$ cat src/rtl/sptt_pkg.sv
package sptt_pkg;

  typedef enum logic [1:0] {
    CMD_ATTACH   = 2'd0,
    CMD_REMOVE   = 2'd1,
    CMD_QUERY    = 2'd2,
    CMD_EVALUATE = 2'd3
  } cmd_t;

  typedef enum logic [3:0] {
    ST_IDLE,
    ST_SCAN,
    ST_DECIDE,
    ST_SHIFT,
    ST_DEGREE,
    ST_TERM,
    ST_POWER,
    ST_PROD,
    ST_ACCUM,
    ST_RESULT,
    ST_HOLD
  } state_t;

  localparam logic [31:0] Q_ONE = 32'h0001_0000;
  localparam logic signed [47:0] S48_MAX = 48'sh7FFF_FFFF_FFFF;
  localparam logic signed [47:0] S48_MIN = -48'sh8000_0000_0000;

  // controller -> datapath
  typedef struct packed {
    logic load;       // capture input transaction
    logic scan_clr;   // index := 0, clear found
    logic scan_step;  // compare entry at index, advance
    logic decide;     // latch accept/reject of the command
    logic append;     // write new term at count
    logic shift_clr;  // index := found index
    logic shift_step; // move entry index+1 down to index
    logic count_dec;
    logic deg_clr;
    logic deg_step;   // fold entry at index into degree
    logic term_start; // power := 1.0, k := 0
    logic pow_step;   // power := power * x
    logic prod_step;  // product := power * coef
    logic accum;      // sum += product, index++
    logic res_load;   // form result register
  } cmd_bus_t;

  // datapath -> controller
  typedef struct packed {
    cmd_t cmd;
    logic scan_done;
    logic found;
    logic full;
    logic attach_bad;
    logic remove_bad;
    logic shift_done;
    logic deg_done;
    logic terms_done;
    logic pow_done;
  } stat_bus_t;

  function automatic logic signed [31:0] qmul(input logic signed [31:0] a,
                                              input logic signed [31:0] b);
    logic signed [63:0] p;
    logic signed [47:0] r;
    begin
      p = a * b;
      r = p[63:16];
      if (r > 48'sh0000_7FFF_FFFF) qmul = 32'sh7FFF_FFFF;
      else if (r < -48'sh0000_8000_0000) qmul = -32'sh8000_0000;
      else qmul = r[31:0];
    end
  endfunction

endpackage

$ cat src/rtl/sptt_ctrl.sv
module sptt_ctrl
  import sptt_pkg::*;
(
  input  logic      clk,
  input  logic      rst,
  input  logic      in_fire,
  input  logic      out_fire,
  input  stat_bus_t st,
  output cmd_bus_t  cb,
  output logic      busy,
  output logic      res_valid
);
  state_t state, state_next;

  always_ff @(posedge clk) begin
    if (rst) state <= ST_IDLE;
    else state <= state_next;
  end

  always_comb begin
    cb = '0;
    state_next = state;
    busy = (state != ST_IDLE);
    res_valid = (state == ST_HOLD);
    case (state)
      ST_IDLE: begin
        if (in_fire) begin
          cb.load = 1'b1;
          cb.scan_clr = 1'b1;
          state_next = ST_SCAN;
        end
      end
      ST_SCAN: begin
        if (st.cmd == CMD_EVALUATE) begin
          state_next = ST_TERM;
        end else if (st.scan_done) begin
          state_next = ST_DECIDE;
        end else begin
          cb.scan_step = 1'b1;
        end
      end
      ST_DECIDE: begin
        cb.decide = 1'b1;
        state_next = ST_RESULT;
        case (st.cmd)
          CMD_ATTACH: if (!st.attach_bad) cb.append = 1'b1;
          CMD_REMOVE: if (!st.remove_bad) begin
            cb.shift_clr = 1'b1;
            state_next = ST_SHIFT;
          end
          default: ;
        endcase
      end
      ST_SHIFT: begin
        if (st.shift_done) begin
          cb.count_dec = 1'b1;
          cb.deg_clr = 1'b1;
          state_next = ST_DEGREE;
        end else begin
          cb.shift_step = 1'b1;
        end
      end
      ST_DEGREE: begin
        if (st.deg_done) state_next = ST_RESULT;
        else cb.deg_step = 1'b1;
      end
      ST_TERM: begin
        if (st.terms_done) begin
          state_next = ST_RESULT;
        end else begin
          cb.term_start = 1'b1;
          state_next = ST_POWER;
        end
      end
      ST_POWER: begin
        if (st.pow_done) state_next = ST_PROD;
        else cb.pow_step = 1'b1;
      end
      ST_PROD: begin
        cb.prod_step = 1'b1;
        state_next = ST_ACCUM;
      end
      ST_ACCUM: begin
        cb.accum = 1'b1;
        state_next = ST_TERM;
      end
      ST_RESULT: begin
        cb.res_load = 1'b1;
        state_next = ST_HOLD;
      end
      ST_HOLD: begin
        if (out_fire) state_next = ST_IDLE;
      end
      default: state_next = ST_IDLE;
    endcase
  end
endmodule

$ cat config.mk
export PLATFORM = sky130hd
export DESIGN_NAME = sptt_ctrl
export DESIGN_NICKNAME = d
export VERILOG_FILES = /design/src/rtl/sptt_pkg.sv /design/src/rtl/sptt_ctrl.sv
export SDC_FILE = /design/constraint.sdc
export NUM_CORES = 1
export LEC_CHECK = 0
export BUFFER_PORTS_ARGS = -buffer_cell sky130_fd_sc_hd__buf_2
export CORE_MARGIN = 5
export CORE_UTILIZATION = 42
export CTS_CLUSTER_SIZE = 14
export DETAILED_ROUTE_END_ITERATION = 6
export PLACE_DENSITY = 0.77
export SYNTH_ARGS = -nofsm -noshare
export SYNTH_HDL_FRONTEND = slang
export SYNTH_SLANG_ARGS = --single-unit
$ cat constraint.sdc
create_clock -name clk -period 1.6 [get_ports clk]
set_input_delay 0.08 -clock clk [delete_from_list [all_inputs] [get_ports clk]]
set_output_delay 0.08 -clock clk [all_outputs]
set_load 0.02 [all_outputs]
==> results.md <==
* Worst hold path startpoint: rst
* Filler instances at 122
* Critical Path AT at 1.58 ns
* Routed vias at 666
* Die ar. at about 2200 um2
* Fmax at 682 MHz
* Clock Path Buffers at 2
* Seq/Total Area, Yosys at 14.2%
* Area leader, netlist: dfxtp_1
* Flop-to-flop setup slack at 0.13 ns
* Top cell type's share of synthesized area at 14.2%
* Hold endpoint: state[2]
* CP Capture Type: flip-flop
* Syn avg cell area at ~7.2 um2
* Number of buffer cells added on primary ports at 29
* Routed wire length at 1.57 mm
* Synthesized flop and latch total at 4
* Routed len/inst at between 10 and 15 um
* Crit Reg-Reg Endpoint: state[1]
* Gp weighted congestion at 0.815
* Num rows at 13
* Antenna diodes at 0
* Initial DRC Count at 11
* MaxCap Viol Count at 0
* # IOs at 32
* DIE HEIGHT at about 47 um
* Area delta synth->final at 30.2%
* TritonCTS clock tree: yes
* Overflow after GRT at 0
* Drt pass-1 iters at 4
* Critical R2R Launch: state[0]
* Core footprint at 1280 um2
* Commonest non-fill, non-tap cell in the layout: buf_2
* CP cell instances: nor4bb_2 -> a22oi_2 -> nand3_1 -> mux2_1
* Hold Path Class: in2reg
* Vias in the first global route at 602
* PwrDens at 1380 nW/um2
* Yosys cell types at 38
* Fin crit period at 1.47 ns
* Max FO, Critical Path at 6
* Post-route clock skew at 0.00184 ns
* RSZ-0062 raised after global routing: no
* Crit share post-route at 91.6%
* Post-route setup slack at about 0.13 ns
* Crit path largest cell delay at 0.45 ns
* TritonCTS buffer count at 3
* Clock sinks at 4
* Antenna-violating nets left at 0
* Clock latency on the worst-skew pair at 0.24 ns
* Initial Utilization at 43.8%
* Layout cells sized above 1 at 45.3%
* Final slew viol count at 0
* Vias per std cell at 5.50
* Outcome: completed
* Post-Syn Area at ~560 um2
* GRT Util Overall at 15.2%
* Post-Syn Nets at between 90 and 100
* Final setup viols at 0
* Pre-CTS setup slack at 0.0651 ns
* Worst-margin pin slew at 0.269 ns
* Crit Path Class: reg2reg
* Startpoint Class: flip-flop
* Cells on worst reg2reg path at 4
* HPWL Detailed at 1.20 mm
* Largest Register: state
* Area contributors post-synth: dfxtp_1 14%, nor3_1 6.2%, buf_6 6.0%
* DRC viols at 0
* Hold depth at 2
* Critical path's slowest cell: dfxtp_1
* Leakage Power at 0.355 nW
* Rel. slew slack at approximately four fifths
* H-tree Lvls at 1
* Largest net degree at the start of global routing at 14
* Die Width at between 40 and 50 um
* Worst-path clk slew at around 0.04 ns
* Most frequent cells in the layout: 29 x buf_2, 7 x nor2_1, 7 x nor3_1
* Max reg flops at 4
* Biggest regs: state: 4 flops
* WP data required at 1.71 ns
* Syn Inst Count at approximately 80
* First-pass GRT wire length at 2.42 mm
* IR drop worst, VDD at between 0.8 and 0.9 mV
* Ys Warns at 0
* Setup TNS at 0 ns
* Final net count at 123
* Final Hold Fails at 0
* Root buf cell: clkbuf_4
* Antenna violations before repair at 0
-- per-layer routing --
metal	vias to the layer above	global-route usage [%]	routed length, um	part of all wire [%]
met4	0	6.08	13	0.83
met3	2	2.34	109	7.0
met5	-	0	0	0
li1	346	-	-	-
met1	296	18.8	695	44
met2	22	25.8	749	48
-- through the flow --
| step | hold slack (ns) | util (%) | std cells | cell area [um2] | power [W] |
|---|---|---|---|---|---|
| after detailed placement | 0.330 | 53.7 | 118 | 691 | 0.000848 |
| after global placement | 0.333 | 53.7 | 118 | 691 | 0.000839 |
| final | 0.0986 | 57.1 | 121 | 733 | 0.00101 |
| after global routing | 0.103 | 57.1 | 121 | 733 | 0.00108 |
| after CTS | 0.0966 | 55.5 | 121 | 713 | 0.000981 |
| after floorplan | 0.146 | - | 78 | 563 | 0.000722 |
-- worst max-delay path by stage --
| stage | start | end | slack (ns) | depth (start not counted) |
|---|---|---|---|---|
| 3_5_place_dp | state[1] | state[1] | 0.07 | 4 |
| 4_1_cts | state[2] | cb[10] | 0.03 | 4 |
| 6_report | state[0] | state[1] | 0.13 | 4 |
| 2_1_floorplan | state[1] | cb[7] | 0.03 | 5 |
| 3_3_place_gp | state[3] | state[1] | 0.09 | 4 |
| 5_1_grt | state[0] | state[1] | 0.02 | 4 |
-- where the power goes --
group          total, W  switching (W)  internal (W)
Sequential     0.000211      0.0000755      0.000135
Combinational  0.000674       0.000394      0.000280
Clock          0.000127      0.0000431     0.0000840
-- cells in the mapped netlist --
cell type	number
nor2_1	8
nor3_1	7
nand2_1	6
dfxtp_1	4
and3_1	3
buf_6	3
inv_1	3
nor2b_1	3
o31ai_1	3
a21oi_1	2
buf_2	2
buf_4	2
nand2b_1	2
nand3_1	2
nand3b_1	2
o21ai_0	2
o22ai_1	2
or3b_1	2
a211oi_1	1
a221oi_2	1
a22oi_2	1
a31oi_1	1
and2_1	1
and3b_1	1
inv_2	1
mux2_1	1
mux2i_1	1
nand4_1	1
nand4_2	1
nor3b_2	1
nor4_1	1
nor4b_2	1
nor4bb_1	1
o211ai_1	1
o21a_1	1
o21ai_1	1
o21bai_1	1
or2_2	1
-- timing repair --
| action | in CTS | in global routing |
|---|---|---|
| hold buffers | 0 | 0 |
| gates resized for setup | 0 | 7 |
| setup buffers | 0 | 0 |
| setup endpoints to repair | 0 | 4 |
-- worst max-delay path, delay by kind of cell, from the launching register on --
kind               cells  cell delay [ns]
and+or+nand+nor        2             0.42
AOI/OAI and AO/OA      1             0.16
muxes                  1             0.32
DFF                    1             0.45
-- final cells by class --
cell class | count | area (um2) | area share [%]
multi-input cells | 63 | 425 | 58.0
repair buffers | 32 | 168 | 22.9
flip-flops and latches | 4 | 83.8 | 11.4
clock buffers | 3 | 22.5 | 3.07
well taps | 15 | 18.8 | 2.56
inverters | 4 | 15.0 | 2.05
-- cell families (layout without fill, tap and decap cells) --
logic type	Yosys count	after routing	share of synthesized area, %
AND/OR/NAND/NOR	44	44	46.9
AO/OA/AOI/OAI	17	17	22.0
buffers and inverters	11	39	13.1
multiplexers	2	2	3.78
flip-flops	4	4	14.2
Power figures use the tool's default switching activity.
